`src/sv/srp_pkg.sv`:
```
// Shared types, constants and codes for the skyline rectangle packer.
`default_nettype none
package srp_pkg;

  // Skyline store size and coordinate width.
  localparam int MAX_SEGMENTS = 64;
  localparam int COORD_BITS   = 14;
  localparam int IDX_W        = $clog2(MAX_SEGMENTS);
  localparam int CNT_W        = IDX_W + 1;
  localparam int PUSH_W       = CNT_W + 1;
  localparam int WORK_SLOTS   = MAX_SEGMENTS + 2;

  // Derived arithmetic widths.
  localparam int PAD_W = 8;
  localparam int DIM_W = COORD_BITS + 1;
  localparam int SUM_W = COORD_BITS + 2;
  localparam int CUR_W = COORD_BITS + CNT_W + 1;
  localparam int ID_W  = 16;

  // Configuration port.
  localparam int PADDR_W = 4;
  localparam int PDATA_W = 32;
  localparam logic [1:0] REG_ATLAS_WIDTH  = 2'd0;
  localparam logic [1:0] REG_ATLAS_HEIGHT = 2'd1;
  localparam logic [1:0] REG_PADDING      = 2'd2;

  // Result status codes.
  localparam logic [1:0] ST_PLACED = 2'd0;
  localparam logic [1:0] ST_NO_FIT = 2'd1;
  localparam logic [1:0] ST_SKIP   = 2'd2;
  localparam logic [1:0] ST_FULL   = 2'd3;

  // One skyline segment.
  typedef struct packed {
    logic [COORD_BITS-1:0] x;
    logic [COORD_BITS-1:0] top;
    logic [COORD_BITS-1:0] span;
  } seg_t;

  // Configuration register values.
  typedef struct packed {
    logic [COORD_BITS-1:0] atlas_width;
    logic [COORD_BITS-1:0] atlas_height;
    logic [PAD_W-1:0]      padding;
  } cfg_t;

  // Control from the sequencer to the merge unit.
  typedef struct packed {
    logic clear;
    logic push;
    logic flush;
    seg_t seg;
  } merge_ctl_t;

  // Write request from the merge unit into the spare bank.
  typedef struct packed {
    logic             we;
    logic [IDX_W-1:0] idx;
    seg_t             seg;
  } seg_wr_t;

endpackage
`default_nettype wire

```
`src/sv/srp_cfg.sv`:
```
// APB register file holding atlas size and padding.
`default_nettype none
module srp_cfg (
  input  wire logic                           clk_i,
  input  wire logic                           rst_ni,
  input  wire logic                           psel,
  input  wire logic                           penable,
  input  wire logic                           pwrite,
  input  wire logic [srp_pkg::PADDR_W-1:0]    paddr,
  input  wire logic [srp_pkg::PDATA_W-1:0]    pwdata,
  output logic      [srp_pkg::PDATA_W-1:0]    prdata,
  output logic                                pready,
  output srp_pkg::cfg_t                       cfg_o
);
  import srp_pkg::*;

  cfg_t       cfg_q;
  logic [1:0] reg_idx;
  logic       wr_en;

  assign reg_idx = paddr[3:2];
  assign wr_en   = psel && penable && pwrite;
  assign pready  = 1'b1;
  assign cfg_o   = cfg_q;

  // Register writes in the access phase.
  always_ff @(posedge clk_i or negedge rst_ni) begin
    if (!rst_ni) begin
      cfg_q.atlas_width  <= COORD_BITS'(1024);
      cfg_q.atlas_height <= COORD_BITS'(1024);
      cfg_q.padding      <= PAD_W'(1);
    end else if (wr_en) begin
      case (reg_idx)
        REG_ATLAS_WIDTH:  cfg_q.atlas_width  <= pwdata[COORD_BITS-1:0];
        REG_ATLAS_HEIGHT: cfg_q.atlas_height <= pwdata[COORD_BITS-1:0];
        REG_PADDING:      cfg_q.padding      <= pwdata[PAD_W-1:0];
        default: ;
      endcase
    end
  end

  // Read data mux.
  always_comb begin
    case (reg_idx)
      REG_ATLAS_WIDTH:  prdata = PDATA_W'(cfg_q.atlas_width);
      REG_ATLAS_HEIGHT: prdata = PDATA_W'(cfg_q.atlas_height);
      REG_PADDING:      prdata = PDATA_W'(cfg_q.padding);
      default:          prdata = '0;
    endcase
  end

endmodule
`default_nettype wire

```
`config.mk`:
```
export PLATFORM = sky130hd
export DESIGN_NAME = srp_cfg
export DESIGN_NICKNAME = d
export VERILOG_FILES = /design/src/sv/srp_pkg.sv /design/src/sv/srp_cfg.sv
export SDC_FILE = /design/constraint.sdc
export NUM_CORES = 1
export LEC_CHECK = 0
export ABC_AREA = 1
export ABC_CLOCK_PERIOD_IN_PS = 1200
export CORE_MARGIN = 5
export CORE_UTILIZATION = 60
export DETAILED_ROUTE_END_ITERATION = 6
export DONT_BUFFER_PORTS = 1
export PLACE_DENSITY = 0.76
export SETUP_SLACK_MARGIN = 0.02
export SYNTH_ARGS = -nofsm -noshare
export SYNTH_HDL_FRONTEND = slang
export SYNTH_SLANG_ARGS = --single-unit
```
`constraint.sdc`:
```
create_clock -name clk_i -period 1.2 [get_ports clk_i]
set_input_delay 0.18 -clock clk_i [delete_from_list [all_inputs] [get_ports clk_i]]
set_output_delay 0.18 -clock clk_i [all_outputs]
set_load 0.05 [all_outputs]
```
==> flow_metrics.env <==
export IMPL_syn_area_um2=1820
export IMPL_holdPathStages=4
export IMPL_rsz0062_at_grt="true"
export IMPL_dp_cells=303
export IMPL_ys_types=13
export IMPL_finalHoldViolations=0
export IMPL_peakVddDrop_mv=1.21
export IMPL_syn_to_final_growth_pct=36.9
export IMPL_numClockSinks=36
export IMPL_synth_compound_area_share=0
export IMPL_die_w_um=65.1
export IMPL_viasPerCell=5.03
export IMPL_die_area_um2=4240
export IMPL_die_h_um=65.1
export IMPL_path_max_fanout=2
export IMPL_worst_ep_required_time_ns=1.02
export IMPL_crit_path_max_incr_delay_ns=0.55
export IMPL_wirelength_um=5060
export IMPL_wl_per_cell_um=15.4
export IMPL_clock_latency_ns=0.33
export IMPL_cts_tree="built"
export IMPL_report_final_slew_viol_count=0
export IMPL_post_route_period_util=1.08
export IMPL_fin_total_pwr_w=0.00467
export IMPL_drc_errors=0
export IMPL_fin_area_um2=2490
export IMPL_final_cell_mix="128 x nand2_1, 36 x buf_4, 28 x dfrtp_1"
export IMPL_cts_buffers=5
export IMPL_synth_top_area_cell="dfrtp_1"
export IMPL_status="finished, violations left"
export IMPL_critPathCaptureType="output port"
export IMPL_track_usage=0.260
export IMPL_place_gp_congestion=0.716
export IMPL_fin_skew_ns=0
export IMPL_dr_total_vias=1649
export IMPL_dr_pass1_iters=4
export IMPL_drt_iter0_drc=74
export IMPL_final_cells=328
export IMPL_yosys_area_share_simple=0.382
export IMPL_synth_fa_ha_area_frac=0
export IMPL_ant_nets=0
export IMPL_fin_util=0.837
export IMPL_layout_nets=335
export IMPL_portBuffers=0
export IMPL_synth_top_family_by_area="simple AND/OR/NAND/NOR gates"
export IMPL_hp_class="input pin to register"
export IMPL_htreeDepth=2
export IMPL_dp_hpwl_um=3180
export IMPL_root_buffer="clkbuf_4"
export IMPL_grt_pass1_vias=1736
export IMPL_clk_pin_slew_ns=0.10
export IMPL_power_density_nw_per_um2=1880
export IMPL_clock_path_buffers=2
export IMPL_core_um2=2980
export IMPL_rr_worst_depth=3
export IMPL_ys_warnings_count=0
export IMPL_io_pins=110
export IMPL_placed_cell_area_um2=2120
export IMPL_ys_top_cells_by_area="dfrtp_1 45%, nand2_1 32%, buf_4 8.2%"
export IMPL_drive_gt1_frac=0.349
export IMPL_n_antenna_cell=0
export IMPL_start_util=0.611
export IMPL_synth_top_area_share=0.454
export IMPL_n_fill_cell=188
export IMPL_grt_start_max_net_pins=37
export IMPL_critical_path_class="register to output port"
export IMPL_seq_area_frac_synth=0.497
export IMPL_violations="negative setup slack"
export IMPL_syn_avg_cell_area_um2=7.62
export IMPL_synth_seq_cells=36
export IMPL_maxCapViolCount=0
export IMPL_slowest_stage="dfstp_2"
export IMPL_synth_xor_area_share=0
export IMPL_setup_viol=8
export IMPL_final_common_cell="nand2_1"
export IMPL_cp_arrival_ns=1.11
export IMPL_path_cells="nand2_2 -> nand3_4"
export IMPL_p_leak_nw=1.36
export IMPL_synthMuxAreaShare=0
export IMPL_final_setup_worst_slack_ns=-0.0942
export IMPL_startpoint_type="register"
export IMPL_largest_reg_flops=36
export IMPL_grt_overflow=0
export IMPL_rows=20
export IMPL_min_period_ns=1.29
export IMPL_grt_antenna_before_repair=0
export IMPL_syn_inst=239
export IMPL_clock_fmax_mhz=773
export IMPL_grt_pass1_wl_um=8240
[Yosys cell counts]
master   instances
buf_2            2
buf_4           20
buf_6            3
conb_1           2
dfrtp_1         33
dfstp_2          3
inv_2            5
nand2_1        153
nand2_2          4
nand3_1          8
nand3_2          1
nor2_2           2
nor2_4           3
[power by group]
part           leakage (nW)  internal, W  switching, W
logic                 0.880     0.000580       0.00178
registers             0.444      0.00148      0.000166
clock network        0.0326     0.000289      0.000381
[repair_timing]
item	CTS	global route
cloned	0	0
setup endpoints to repair	17	19
pin swaps	7	12
hold endpoints to repair	72	0
setup buffers	0	1
hold buffers	16	0
gates resized for setup	22	12
[area by class of cell]
type / count / area [um^2] / share of cell area
clock buffers: 8 / 58.8 / 0.0236
inverters: 5 / 18.8 / 0.00753
multi-input cells: 190 / 960 / 0.385
flip-flops and latches: 36 / 911 / 0.365
well taps: 33 / 41.3 / 0.0166
repair buffers: 56 / 503 / 0.202
[metrics by stage]
step | worst slack, ns | hold slack [ns] | setup TNS, ns
finish | -0.0942 | 0.153 | -0.389
global route | -0.136 | 0.163 | -1.02
CTS | -0.0974 | 0.135 | -0.487
detailed placement | 0.150 | -0.115 | 0
global placement | 0.184 | -0.115 | 0
floorplan | 0.0214 | -0.116 | 0
[kinds of logic (layout without fill, tap and decap cells)]
kind of cell,count (synthesis),in the layout
other,2,19
buffers and inverters,30,69
flip-flops,36,36
AND/OR/NAND/NOR,171,171
[worst max-delay path, delay by kind of cell, from the launching register on]
family | cells | cell delay [ns]
AND/OR/NAND/NOR | 2 | 0.23
flip-flops | 1 | 0.55
[routing by layer]
layer / track usage / routed length [um] / vias to the layer above
met5: 0 / 0 / -
met4: 0.132 / 148 / 0
met3: 0.0659 / 417 / 16
met2: 0.465 / 2650 / 67
met1: 0.284 / 1840 / 765
li1: - / - / 801
[worst paths after layout]
kind	startpoint	endpoint	slack [ns]
setup / recovery	cfg_o[0]	prdata[0]	-0.09
hold / removal	paddr[2]	cfg_o[18]	0.15
setup reg to reg	cfg_o[0]	cfg_o[0]	0.25
hold reg to reg	cfg_o[31]	cfg_o[31]	0.50
max in group asynchronous	rst_ni	cfg_o[18]	0.64
min in group asynchronous	rst_ni	cfg_o[20]	0.30
No activity file was read; power rests on OpenSTA's default activity.
