### config.mk
export PLATFORM = sky130hd
export DESIGN_NAME = srp_merge
export DESIGN_NICKNAME = d
export VERILOG_FILES = /design/src/sv/srp_pkg.sv /design/src/sv/srp_merge.sv
export SDC_FILE = /design/constraint.sdc
export NUM_CORES = 1
export LEC_CHECK = 0
export ABC_AREA = 1
export BUFFER_PORTS_ARGS = -buffer_cell sky130_fd_sc_hd__clkbuf_2
export CAP_MARGIN = 20
export CORE_UTILIZATION = 40
export CTS_CLUSTER_DIAMETER = 200
export CTS_CLUSTER_SIZE = 10
export DETAILED_ROUTE_END_ITERATION = 10
export GPL_TIMING_DRIVEN = 0
export PLACE_DENSITY = 0.74
export SYNTH_ARGS = -nofsm -noshare
export SYNTH_HDL_FRONTEND = slang
export SYNTH_SLANG_ARGS = --single-unit
### constraint.sdc
create_clock -name clk_i -period 3.4 [get_ports clk_i]
set_clock_uncertainty 0.1 [all_clocks]
set_input_delay 0.34 -clock clk_i [delete_from_list [all_inputs] [get_ports clk_i]]
set_output_delay 0.34 -clock clk_i [all_outputs]
set_load 0.05 [all_outputs]
### src/sv/srp_pkg.sv
// Shared types, constants and codes for the skyline rectangle packer.
`default_nettype none
package srp_pkg;

  // Skyline store size and coordinate width.
  localparam int MAX_SEGMENTS = 64;
  localparam int COORD_BITS   = 14;
  localparam int IDX_W        = $clog2(MAX_SEGMENTS);
  localparam int CNT_W        = IDX_W + 1;
  localparam int PUSH_W       = CNT_W + 1;
  localparam int WORK_SLOTS   = MAX_SEGMENTS + 2;

  // Derived arithmetic widths.
  localparam int PAD_W = 8;
  localparam int DIM_W = COORD_BITS + 1;
  localparam int SUM_W = COORD_BITS + 2;
  localparam int CUR_W = COORD_BITS + CNT_W + 1;
  localparam int ID_W  = 16;

  // Configuration port.
  localparam int PADDR_W = 4;
  localparam int PDATA_W = 32;
  localparam logic [1:0] REG_ATLAS_WIDTH  = 2'd0;
  localparam logic [1:0] REG_ATLAS_HEIGHT = 2'd1;
  localparam logic [1:0] REG_PADDING      = 2'd2;

  // Result status codes.
  localparam logic [1:0] ST_PLACED = 2'd0;
  localparam logic [1:0] ST_NO_FIT = 2'd1;
  localparam logic [1:0] ST_SKIP   = 2'd2;
  localparam logic [1:0] ST_FULL   = 2'd3;

  // One skyline segment.
  typedef struct packed {
    logic [COORD_BITS-1:0] x;
    logic [COORD_BITS-1:0] top;
    logic [COORD_BITS-1:0] span;
  } seg_t;

  // Configuration register values.
  typedef struct packed {
    logic [COORD_BITS-1:0] atlas_width;
    logic [COORD_BITS-1:0] atlas_height;
    logic [PAD_W-1:0]      padding;
  } cfg_t;

  // Control from the sequencer to the merge unit.
  typedef struct packed {
    logic clear;
    logic push;
    logic flush;
    seg_t seg;
  } merge_ctl_t;

  // Write request from the merge unit into the spare bank.
  typedef struct packed {
    logic             we;
    logic [IDX_W-1:0] idx;
    seg_t             seg;
  } seg_wr_t;

endpackage
`default_nettype wire

### src/sv/srp_merge.sv
// Streaming merge of the rebuilt skyline into the spare memory bank.
`default_nettype none
module srp_merge (
  input  wire logic                          clk_i,
  input  wire logic                          rst_ni,
  input  srp_pkg::merge_ctl_t                ctl_i,
  output srp_pkg::seg_wr_t                   wr_o,
  output logic      [srp_pkg::PUSH_W-1:0]    raw_cnt_o,
  output logic      [srp_pkg::PUSH_W-1:0]    out_cnt_o
);
  import srp_pkg::*;

  seg_t              pend_q;
  logic              pend_v_q;
  logic [PUSH_W-1:0] raw_q;
  logic [PUSH_W-1:0] out_q;
  logic [COORD_BITS-1:0] pend_end;
  logic              match;
  logic              emit;

  // A new segment joins the pending one when heights agree and edges touch.
  assign pend_end = pend_q.x + pend_q.span;
  assign match = pend_v_q && (pend_q.top == ctl_i.seg.top) && (pend_end == ctl_i.seg.x);
  assign emit  = pend_v_q && ((ctl_i.push && !match) || ctl_i.flush);

  assign wr_o.we    = emit && (out_q < PUSH_W'(MAX_SEGMENTS));
  assign wr_o.idx   = out_q[IDX_W-1:0];
  assign wr_o.seg   = pend_q;
  assign raw_cnt_o  = raw_q;
  assign out_cnt_o  = out_q;

  // Control state of the merge.
  always_ff @(posedge clk_i or negedge rst_ni) begin
    if (!rst_ni) begin
      pend_v_q <= 1'b0;
      raw_q    <= '0;
      out_q    <= '0;
    end else if (ctl_i.clear) begin
      pend_v_q <= 1'b0;
      raw_q    <= '0;
      out_q    <= '0;
    end else begin
      if (emit) begin
        out_q <= out_q + 1'b1;
      end
      if (ctl_i.push) begin
        raw_q    <= raw_q + 1'b1;
        pend_v_q <= 1'b1;
      end else if (ctl_i.flush) begin
        pend_v_q <= 1'b0;
      end
    end
  end

  // Pending segment payload.
  always_ff @(posedge clk_i) begin
    if (ctl_i.push) begin
      if (match) begin
        pend_q.span <= pend_q.span + ctl_i.seg.span;
      end else begin
        pend_q <= ctl_i.seg;
      end
    end
  end

endmodule
`default_nettype wire

==> qor.yml, run 1 <==
power:
  p_total_mw: 2.25
  power_frac_clock_pct: 29.2
  p_int_mw: 1.41
  ir_worst_vdd_uv: 175
  swShare_pct: 37.2
  p_leak_nw: 2.80
  power_density_nw_per_um2: 428
  netSwitchingPower_mw: 0.839
  combPwrFrac_pct: 32.4
  seq_power_share_pct: 38.4
worst_hold_path:
  min_path_type: "in -> reg"
  hold_path_end: "wr_o[17]$_DFFE_PP_"
  min_from: "ctl_i[17]"
  min_path_cells: 1
global_route:
  grt.overflow.total: 0
  grtUsageTotal_pct: 19.6
  grt_max_degree: 25
  grt_pass1_wl_um: 17100
  grt_pass1_vias: 3770
  grt_antenna_before_repair: 0
yosys:
  ys_types: 32
  synth_fa_ha_area_share_pct: 9.34
  syn_area_per_cell_um2: 7.80
  synth_compound_area_share_pct: 7.00
  synthXorXnorAreaFrac_pct: 6.50
  yosysWarnings: 0
  synth_edf_count: 42
  synthSimpleGateAreaFrac_pct: 28.5
  synth_top_family_by_area: "simple AND/OR/NAND/NOR gates"
  synth-seq-cells: 59
  synth_flop_cell: "edfxtp_1"
  synth_fp_nets: 613
  netlist_instances: 536
  syn-cell-area_um2: 4180
  synth.area.mux_share_pct: 0
  synthArstFlopShare_pct: 28.8
  ys_seq_area_share_pct: 40.3
drt:
  dr_total_vias: 3940
  wire_per_inst_um: 12.7
  antenna_left: 0
  drc_errors: 0
  viasPerCell: 4.88
  first_pass_iters: 4
  routed_wl_um: 10300
  drtIter0Drc: 225
critical_path:
  crit_path_max_fanout: 6
  max_stage_delay_ps: 550
  cp-start-kind: "flop"
  cp_common_cell: "nand2_1"
  worstPathCellList: "ha_4, fa_2, inv_2, nand2_1, nand2_1, nor2_1, nand2_1, nor2_1, nand2_1, nor2_2, nand3_1, nor2_2, nand3_4, nand2_4, nand2_8, nand2_8, nor3_4, buf_8"
  rrSetupSlack_ps: 350
  r2r_start: "wr_o[0]$_DFFE_PP_"
  crit_family: "simple AND/OR/NAND/NOR gates"
  critPathSlowestCell: "fa_2"
  crit_path_start: "wr_o[0]$_DFFE_PP_"
  r2r_end: "wr_o[9]$_DFFE_PP_"
  worst-path-buf-inv: 2
  worst-endpoint-required_ps: 2960
  reg2reg_depth: 18
  critical_path_arrival_ps: 2840
  worstSetupPathType: "reg -> out"
  crit_path_end_kind: "output port"
clock_network:
  cts_tree: "done"
  clock_latency_ps: 340
  cts_root_buf: "clkbuf_8"
  clockBufferDepth: 2
  numClockSinks: 59
  htreeDepth: 3
  cts_buffers: 9
  clkTransAtPathRegs_ps: 70
final_layout:
  utilization_pct: 52.9
  drive_above_1_share_pct: 24.6
  final_area_um2: 5260
  fill_cells: 957
  nets: 746
  final_common_cell: "nand2_1"
  area_delta_synth_final_pct: 25.9
  layout_common_cells: "nand2_1 (160), clkbuf_2 (110), inv_1 (69), nor2_1 (49), edfxtp_1 (42)"
  diodes: 0
floorplan:
  chipWidth_um: 104
  fp-row-count: 36
  coreArea_um2: 9950
  die-area_um2: 10900
  io_pins: 112
  die_h_um: 104
  start_util_pct: 42.0
job:
  maxCapViolations: 0
timing:
  fmax_mhz: 304
  setup_viol: 0
  rsz0062_at_grt: "true"
  setup_slack_ps: 115
  finalHoldViolCount: 0
  slew_headroom_pct: 58.8
  finalMaxSlewViolations: 0
  period_share_pct: 96.6
  period_needed_ps: 3280
  tightest_slew_ps: 617
placement:
  pre_cts_ws_ps: 159
  dpl.hpwl_um: 8040
  port_buffers: 111
  place_congestion: 0.889
  placed_area_um2: 4930
run_status:
  outcome: "finished clean"
-- metrics by stage --
step	cells	setup TNS, ps	hold slack, ps
after detailed placement	781	0	202
final	807	0	94.5
after CTS	800	0	69.9
after global routing	807	-108	72.7
after floorplan	536	0	-55.6
after global placement	780	-3100	196
-- Yosys cell counts, drive strengths merged, types with 3 or more instances --
| library cell | number | area, um^2 |
|---|---|---|
| nor2 | 53 | 206 |
| ha | 28 | 350 |
| xnor2 | 10 | 87.6 |
| a21oi | 20 | 104 |
| o21ai | 26 | 130 |
| edfxtp | 42 | 1260 |
| buf | 10 | 65.1 |
| nand2 | 163 | 634 |
| a21o | 3 | 22.5 |
| nand3b | 4 | 30.0 |
| nand3 | 35 | 188 |
| dfrtp | 17 | 425 |
| inv | 74 | 278 |
| xor2 | 21 | 184 |
| nor3 | 7 | 40.0 |
| nand4 | 12 | 75.1 |
-- state kept, by name (all words and copies together), names as in the netlist --
name,count
raw_cnt_o,8
wr_o,42
out_cnt_o,8
pend_v_q,1
-- worst max path at each step --
stage / endpoint / slack (ps) / cells past startpoint
6_report: wr_o[48] / 120 / 18
5_1_grt: wr_o[48] / -110 / 18
4_1_cts: wr_o[48] / 10 / 18
3_5_place_dp: wr_o[48] / 160 / 16
3_3_place_gp: wr_o[40]$_DFFE_PP_ / -110 / 13
2_1_floorplan: wr_o[48] / 20 / 13
-- power groups by stage --
stage / logic, mW / clock network (mW) / registers, mW
floorplan: 0.384 / 0 / 1.02
global route: 0.810 / 0.705 / 0.872
global placement: 0.692 / 0 / 0.878
CTS: 0.719 / 0.678 / 0.865
detailed placement: 0.708 / 0 / 0.881
finish: 0.730 / 0.657 / 0.865
-- kinds of logic after synthesis --
family | after synthesis
flops | 59
simple gates | 277
fa+ha+maj | 30
buf+inv | 85
compound gates | 54
xor+xnor | 31
-- routing by layer --
layer / vias up / track usage [%] / wire (um)
met5: - / 0 / 0
met4: 0 / 6.94 / 200
met3: 19 / 4.14 / 515
met2: 114 / 35.2 / 5150
met1: 1793 / 23.0 / 4400
li1: 2014 / - / -
-- what timing repair did --
action | CTS | global route
hold buffers | 1 | 0
setup endpoints to repair | 1 | 1
pin swaps | 1 | 9
gates resized for setup | 7 | 4
buffers inserted | 2 | 7
endpoints found under the hold margin | 17 | 0
-- area by class of cell --
type,instances,area [um^2],share of cell area [%]
multi-input combinational,392,2190,41.7
sequential,59,1690,32.1
timing repair buffer,122,663,12.6
inverter,74,278,5.28
clock buffer,12,176,3.35
tap,133,166,3.16
buffer,11,68.8,1.31
clock inverter,4,28.8,0.547
(Power assumes the default switching activity.)
==> run 2, diff against run 1 <==
--- a/config.mk
+++ b/config.mk
@@ -8,6 +8,7 @@
 export ABC_AREA = 1
 export BUFFER_PORTS_ARGS = -buffer_cell sky130_fd_sc_hd__clkbuf_2
 export CAP_MARGIN = 20
+export CORE_ASPECT_RATIO = 1.4
 export CORE_UTILIZATION = 40
 export CTS_CLUSTER_DIAMETER = 200
 export CTS_CLUSTER_SIZE = 10
==> qor.yml, run 2 (synthesized netlist as in run 1, its figures left out) <==
run_status:
  outcome: "finished clean"  # unchanged
global_route:
  grt_antenna_before_repair: 0  # unchanged
  grt_pass1_wl_um: 16700  # was 17100 um
  grt_max_degree: 22  # was 25
  grtUsageTotal_pct: 20.3  # was 19.6%
  grt.overflow.total: 0  # unchanged
  grt_pass1_vias: 3760  # was 3770
critical_path:
  critPathSlowestCell: "fa_2"  # unchanged
  worstPathCellList: "ha_4, fa_2, inv_2, nand2_2, nand2_1, nor2_1, nand2_1, nor2_1, nand2_1, nor2_2, nand3_2, nor2_4, nand3_4, nand2_4, nand2_8, nand2_8, nor3_4, buf_8"  # was ha_4, fa_2, inv_2, nand2_1, nand2_1, nor2_1, nand2_1, nor2_1, nand2_1, nor2_2, nand3_1, nor2_2, nand3_4, nand2_4, nand2_8, nand2_8, nor3_4, buf_8
  worst-path-buf-inv: 2  # unchanged
  cp_common_cell: "nand2_1"  # unchanged
  worstSetupPathType: "reg -> out"  # unchanged
  critical_path_arrival_ps: 2870  # was 2840 ps
  crit_path_end_kind: "output port"  # unchanged
  crit_path_max_fanout: 2  # was 6
  cp_num_cells: 18  # unchanged
  worst-endpoint-required_ps: 2960  # about the same
  cp-start-kind: "flop"  # unchanged
  reg2reg_depth: 18  # unchanged
  max_stage_delay_ps: 560  # was 550 ps
  crit_family: "simple AND/OR/NAND/NOR gates"  # unchanged
clock_network:
  htreeDepth: 3  # unchanged
  cts_tree: "done"  # unchanged
  numClockSinks: 59  # unchanged
  cts_root_buf: "clkbuf_16"  # was clkbuf_8
  clockBufferDepth: 2  # unchanged
  clock_latency_ps: 330  # was 340 ps
  clkTransAtPathRegs_ps: 50  # was 70 ps
  cts_buffers: 9  # unchanged
floorplan:
  coreArea_um2: 10100  # was 9950 um^2
  chipWidth_um: 88.4  # was 104 um
  die-area_um2: 10900  # about the same
  die_h_um: 123  # was 104 um
  start_util_pct: 41.5  # was 42.0%
  fp-row-count: 43  # was 36
  io_pins: 112  # unchanged
final_layout:
  nets: 744  # was 746
  utilization_pct: 53.2  # was 52.9%
  layout_common_cells: "nand2_1 (159), clkbuf_2 (110), inv_1 (68), nor2_1 (49), edfxtp_1 (42)"  # was nand2_1 (160), clkbuf_2 (110), inv_1 (69), nor2_1 (49), edfxtp_1 (42)
  fill_cells: 963  # was 957
  largest_reg_flops: 42  # unchanged
  final_area_um2: 5360  # was 5260 um^2
  area_delta_synth_final_pct: 28.1  # was 25.9%
  diodes: 0  # unchanged
  stdcell_count: 807  # unchanged
  drive_above_1_share_pct: 24.6  # about the same
  final_common_cell: "nand2_1"  # unchanged
timing:
  fmax_mhz: 302  # was 304 MHz
  rsz0062_at_grt: "true"  # unchanged
  tightest_slew_ps: 612  # was 617 ps
  period_needed_ps: 3310  # was 3280 ps
  slew_headroom_pct: 59.2  # was 58.8%
  fin_hold_ws_ps: 105  # was 94.5 ps
  setup_tns_ps: 0  # unchanged
  period_share_pct: 97.4  # was 96.6%
  finalHoldViolCount: 0  # unchanged
  setup_viol: 0  # unchanged
  setup_slack_ps: 88.0  # was 115 ps
  finalMaxSlewViolations: 0  # unchanged
placement:
  placed_area_um2: 4940  # was 4930 um^2
  dpl.hpwl_um: 8420  # was 8040 um
  pre_cts_ws_ps: 90.7  # was 159 ps
  dpl.cell_count: 783  # was 781
  place_congestion: 0.925  # was 0.889
  port_buffers: 111  # unchanged
power:
  power_frac_clock_pct: 34.2  # was 29.2%
  p_leak_nw: 2.83  # was 2.80 nW
  swShare_pct: 34.8  # was 37.2%
  ir_worst_vdd_uv: 270  # was 175 uV
  seq_power_share_pct: 35.4  # was 38.4%
  combPwrFrac_pct: 30.4  # was 32.4%
  p_int_mw: 1.59  # was 1.41 mW
  netSwitchingPower_mw: 0.851  # was 0.839 mW
  p_total_mw: 2.45  # was 2.25 mW
  power_density_nw_per_um2: 457  # was 428 nW/um^2
drt:
  drc_errors: 0  # unchanged
  drtIter0Drc: 205  # was 225
  first_pass_iters: 4  # unchanged
  wire_per_inst_um: 13.2  # was 12.7 um
  antenna_left: 0  # unchanged
  dr_total_vias: 3914  # was 3940
  routed_wl_um: 10700  # was 10300 um
  viasPerCell: 4.85  # was 4.88
job:
  maxCapViolations: 0  # unchanged
worst_hold_path:
  min_path_type: "in -> reg"  # unchanged
  min_path_cells: 1  # unchanged
[run 2: cell types whose count changed in the layout (fill, tap and decap cells not counted), sizes merged]
cell and delta:
clkinv +2, clkbuf +1, buf -2, inv -3
[run 2: final cells by class]
class / instances / area, um^2 / area share [%]
buffer: 11 / 68.8 / 1.29
clock buffer: 13 / 260 / 4.86
tap: 135 / 169 / 3.15
multi-input combinational: 392 / 2210 / 41.2
sequential: 59 / 1690 / 31.5
timing repair buffer: 120 / 668 / 12.5
inverter: 74 / 282 / 5.26
clock inverter: 3 / 15.0 / 0.280
[run 2: power groups by stage]
stage | Clock [mW] | Sequential, mW | Combinational, mW
after floorplan | 0 | 1.02 | 0.384
after global placement | 0 | 0.878 | 0.701
after detailed placement | 0 | 0.880 | 0.718
after CTS | 0.858 | 0.867 | 0.738
after global routing | 0.888 | 0.873 | 0.822
final | 0.836 | 0.866 | 0.743
[run 2: final timing paths]
kind / from / to / slack [ps]
setup / recovery: wr_o[0]$_DFFE_PP_ / wr_o[48] / 90
hold / removal: ctl_i[19] / wr_o[19]$_DFFE_PP_ / 110
setup reg to reg: wr_o[0]$_DFFE_PP_ / wr_o[9]$_DFFE_PP_ / 310
hold reg to reg: raw_cnt_o[7]$_DFFE_PN0P_ / raw_cnt_o[7]$_DFFE_PN0P_ / 370
max in group asynchronous: rst_ni / raw_cnt_o[1]$_DFFE_PN0P_ / 2520
min in group asynchronous: rst_ni / out_cnt_o[0]$_DFFE_PN0P_ / 380
[run 2: what timing repair did]
action                                  in CTS  in global routing
endpoints found under the hold margin       17                  0
buffers inserted                             5                  2
gates resized for setup                     10                  5
pin swaps                                    6                  9
endpoints found under the setup margin       1                 17
hold buffers                                 1                  0
[run 2: layer usage]
layer  vias up  wire (um)  GRT usage, %
met2        97       5720          37.3
met4         0        319          9.68
met1      1789       4110          22.0
met5         -          0             0
met3        19        504          4.01
li1       2009          -             -
==> run 3, diff against run 2 <==
--- a/config.mk
+++ b/config.mk
@@ -6,7 +6,7 @@
 export NUM_CORES = 1
 export LEC_CHECK = 0
 export ABC_AREA = 1
-export BUFFER_PORTS_ARGS = -buffer_cell sky130_fd_sc_hd__clkbuf_2
+export BUFFER_PORTS_ARGS = -buffer_cell sky130_fd_sc_hd__buf_2
 export CAP_MARGIN = 20
 export CORE_ASPECT_RATIO = 1.4
 export CORE_UTILIZATION = 40
==> qor.yml, run 3 (synthesized netlist as in run 1, its figures left out) <==
floorplan:
  start_util_pct: 41.5  # unchanged
  io_pins: 112  # unchanged
  die-area_um2: 10900  # unchanged
  fp-row-count: 43  # unchanged
  die_h_um: 123  # unchanged
  chipWidth_um: 88.4  # unchanged
  coreArea_um2: 10100  # unchanged
global_route:
  grtUsageTotal_pct: 20.6  # was 20.3%
  grt_pass1_vias: 3805  # was 3760
  grt_max_degree: 22  # unchanged
  grt_pass1_wl_um: 17000  # was 16700 um
  grt_antenna_before_repair: 0  # unchanged
  grt.overflow.total: 0  # unchanged
final_layout:
  area_delta_synth_final_pct: 27.0  # was 28.1%
  fill_cells: 992  # was 963
  largest_reg_flops: 42  # unchanged
  nets: 743  # was 744
  drive_above_1_share_pct: 23.7  # was 24.6%
  seq_area_um2: 1690  # unchanged
  final_common_cell: "nand2_1"  # unchanged
  utilization_pct: 52.8  # was 53.2%
  diodes: 0  # unchanged
  multiInputGateArea_um2: 2180  # was 2210 um^2
  layout_common_cells: "nand2_1 (160), buf_2 (114), inv_1 (70), nor2_1 (49), edfxtp_1 (42)"  # was nand2_1 (159), clkbuf_2 (110), inv_1 (68), nor2_1 (49), edfxtp_1 (42)
worst_hold_path:
  hold_path_end: "wr_o[19]$_DFFE_PP_"  # unchanged
  min_path_type: "in -> reg"  # unchanged
  min_path_cells: 1  # unchanged
  min_from: "ctl_i[19]"  # unchanged
clock_network:
  cts_tree: "done"  # unchanged
  clkTransAtPathRegs_ps: 50  # about the same
  htreeDepth: 3  # unchanged
  clock_latency_ps: 330  # about the same
  numClockSinks: 59  # unchanged
  clockBufferDepth: 2  # unchanged
  cts_root_buf: "clkbuf_16"  # unchanged
  cts_buffers: 9  # unchanged
drt:
  dr_total_vias: 3919  # was 3914
  drc_errors: 0  # unchanged
  drtIter0Drc: 167  # was 205
  viasPerCell: 4.86  # was 4.85
  routed_wl_um: 10600  # was 10700 um
  antenna_left: 0  # unchanged
  wire_per_inst_um: 13.2  # about the same
  first_pass_iters: 4  # unchanged
placement:
  place_congestion: 0.924  # was 0.925
  pre_cts_ws_ps: 100  # was 90.7 ps
  port_buffers: 111  # unchanged
  dpl.hpwl_um: 8390  # was 8420 um
critical_path:
  crit_path_max_fanout: 4  # was 2
  critical_path_arrival_ps: 2910  # was 2870 ps
  crit_family: "simple AND/OR/NAND/NOR gates"  # unchanged
  worstPathCellList: "ha_2, fa_1, nand3_1, nand3_1, nand2_1, nand2_1, nand2_1, nand3b_1, nand2_1, nor2_2, nand3_4, nand2_4, nand2_8, nand2_4, nor3_2, buf_6"  # was ha_4, fa_2, inv_2, nand2_2, nand2_1, nor2_1, nand2_1, nor2_1, nand2_1, nor2_2, nand3_2, nor2_4, nand3_4, nand2_4, nand2_8, nand2_8, nor3_4, buf_8
  r2r_end: "wr_o[33]$_DFFE_PP_"  # was wr_o[9]$_DFFE_PP_
  crit_path_end_kind: "output port"  # unchanged
  r2r_start: "wr_o[0]$_DFFE_PP_"  # unchanged
  critPathSlowestCell: "fa_1"  # was fa_2
  worst-endpoint-required_ps: 2960  # about the same
  reg2reg_depth: 14  # was 18
  cp_common_cell: "nand2_1"  # unchanged
  worstSetupPathType: "reg -> out"  # unchanged
  rrSetupSlack_ps: 170  # was 310 ps
  cp-start-kind: "flop"  # unchanged
  worst-path-buf-inv: 1  # was 2
  max_stage_delay_ps: 470  # was 560 ps
timing:
  rsz0062_at_grt: "true"  # unchanged
  period_share_pct: 98.5  # was 97.4%
  setup_slack_ps: 51.3  # was 88.0 ps
  slew_headroom_pct: 57.2  # was 59.2%
  tightest_slew_ps: 641  # was 612 ps
  period_needed_ps: 3350  # was 3310 ps
  setup_viol: 0  # unchanged
  fin_hold_ws_ps: 103  # was 105 ps
  setup_tns_ps: 0  # unchanged
  finalMaxSlewViolations: 0  # unchanged
  fmax_mhz: 299  # was 302 MHz
  finalHoldViolCount: 0  # unchanged
job:
  maxCapViolations: 0  # unchanged
power:
  ir_worst_vdd_uv: 265  # was 270 uV
  power_density_nw_per_um2: 465  # was 457 nW/um^2
  p_leak_nw: 2.83  # about the same
run_status:
  outcome: "finished clean"  # unchanged
-- run 3: cell count changes in the layout (fill, tap and decap cells not counted), sizes merged --
cell	before	now
buf	19	128
clkbuf	124	15
clkinv	3	2
clkinvlp	1	0
inv	73	74
-- run 3: metal layers --
layer | global-route usage [%] | vias up | part of all wire [%] | routed length [um]
met5 | 0 | - | 0 | 0
met4 | 8.06 | 0 | 2.4 | 251
met3 | 5.14 | 17 | 4.3 | 459
met2 | 37.9 | 99 | 53 | 5640
met1 | 22.1 | 1802 | 40 | 4280
li1 | - | 2001 | - | -
-- run 3: per-stage QoR --
stage	instance area, um^2	cells	total power, mW
2_1_floorplan	4190	536	1.41
3_3_place_gp	4910	782	1.58
3_5_place_dp	4940	783	1.60
4_1_cts	5260	802	2.48
5_1_grt	5310	806	2.60
6_report	5310	806	2.47
-- run 3: what timing repair did --
action,in CTS,in global routing
gates resized for setup,5,2
setup buffers,2,4
pin swaps,3,8
endpoints found under the hold margin,17,0
hold buffers,1,0
setup endpoints to repair,1,1
-- run 3: cell type report --
cell class	instances	area share (%)
multi-input cells	392	41.0
flip-flops and latches	59	31.8
repair buffers	119	12.1
inverters	74	5.23
clock buffers	14	5.19
well taps	135	3.18
plain buffers	11	1.30
clock inverters	2	0.189
-- run 3: how the worst max path moves through the flow --
stage	to	slack, ps	startpoint	cells after the start
floorplan	wr_o[48]	20	wr_o[0]$_DFFE_PP_	13
global placement	wr_o[30]$_DFFE_PP_	-190	wr_o[0]$_DFFE_PP_	13
detailed placement	wr_o[14]$_DFFE_PP_	100	wr_o[0]$_DFFE_PP_	14
CTS	wr_o[48]	4	wr_o[0]$_DFFE_PP_	18
global route	wr_o[48]	-160	wr_o[28]$_DFFE_PP_	18
finish	wr_o[48]	50	wr_o[0]$_DFFE_PP_	16
-- run 3: power by group --
part / internal (mW) / leakage, nW / switching, mW
registers: 0.826 / 0.645 / 0.0391
clock network: 0.555 / 0.142 / 0.312
logic: 0.236 / 2.04 / 0.498
total: 1.62 / 2.83 / 0.850
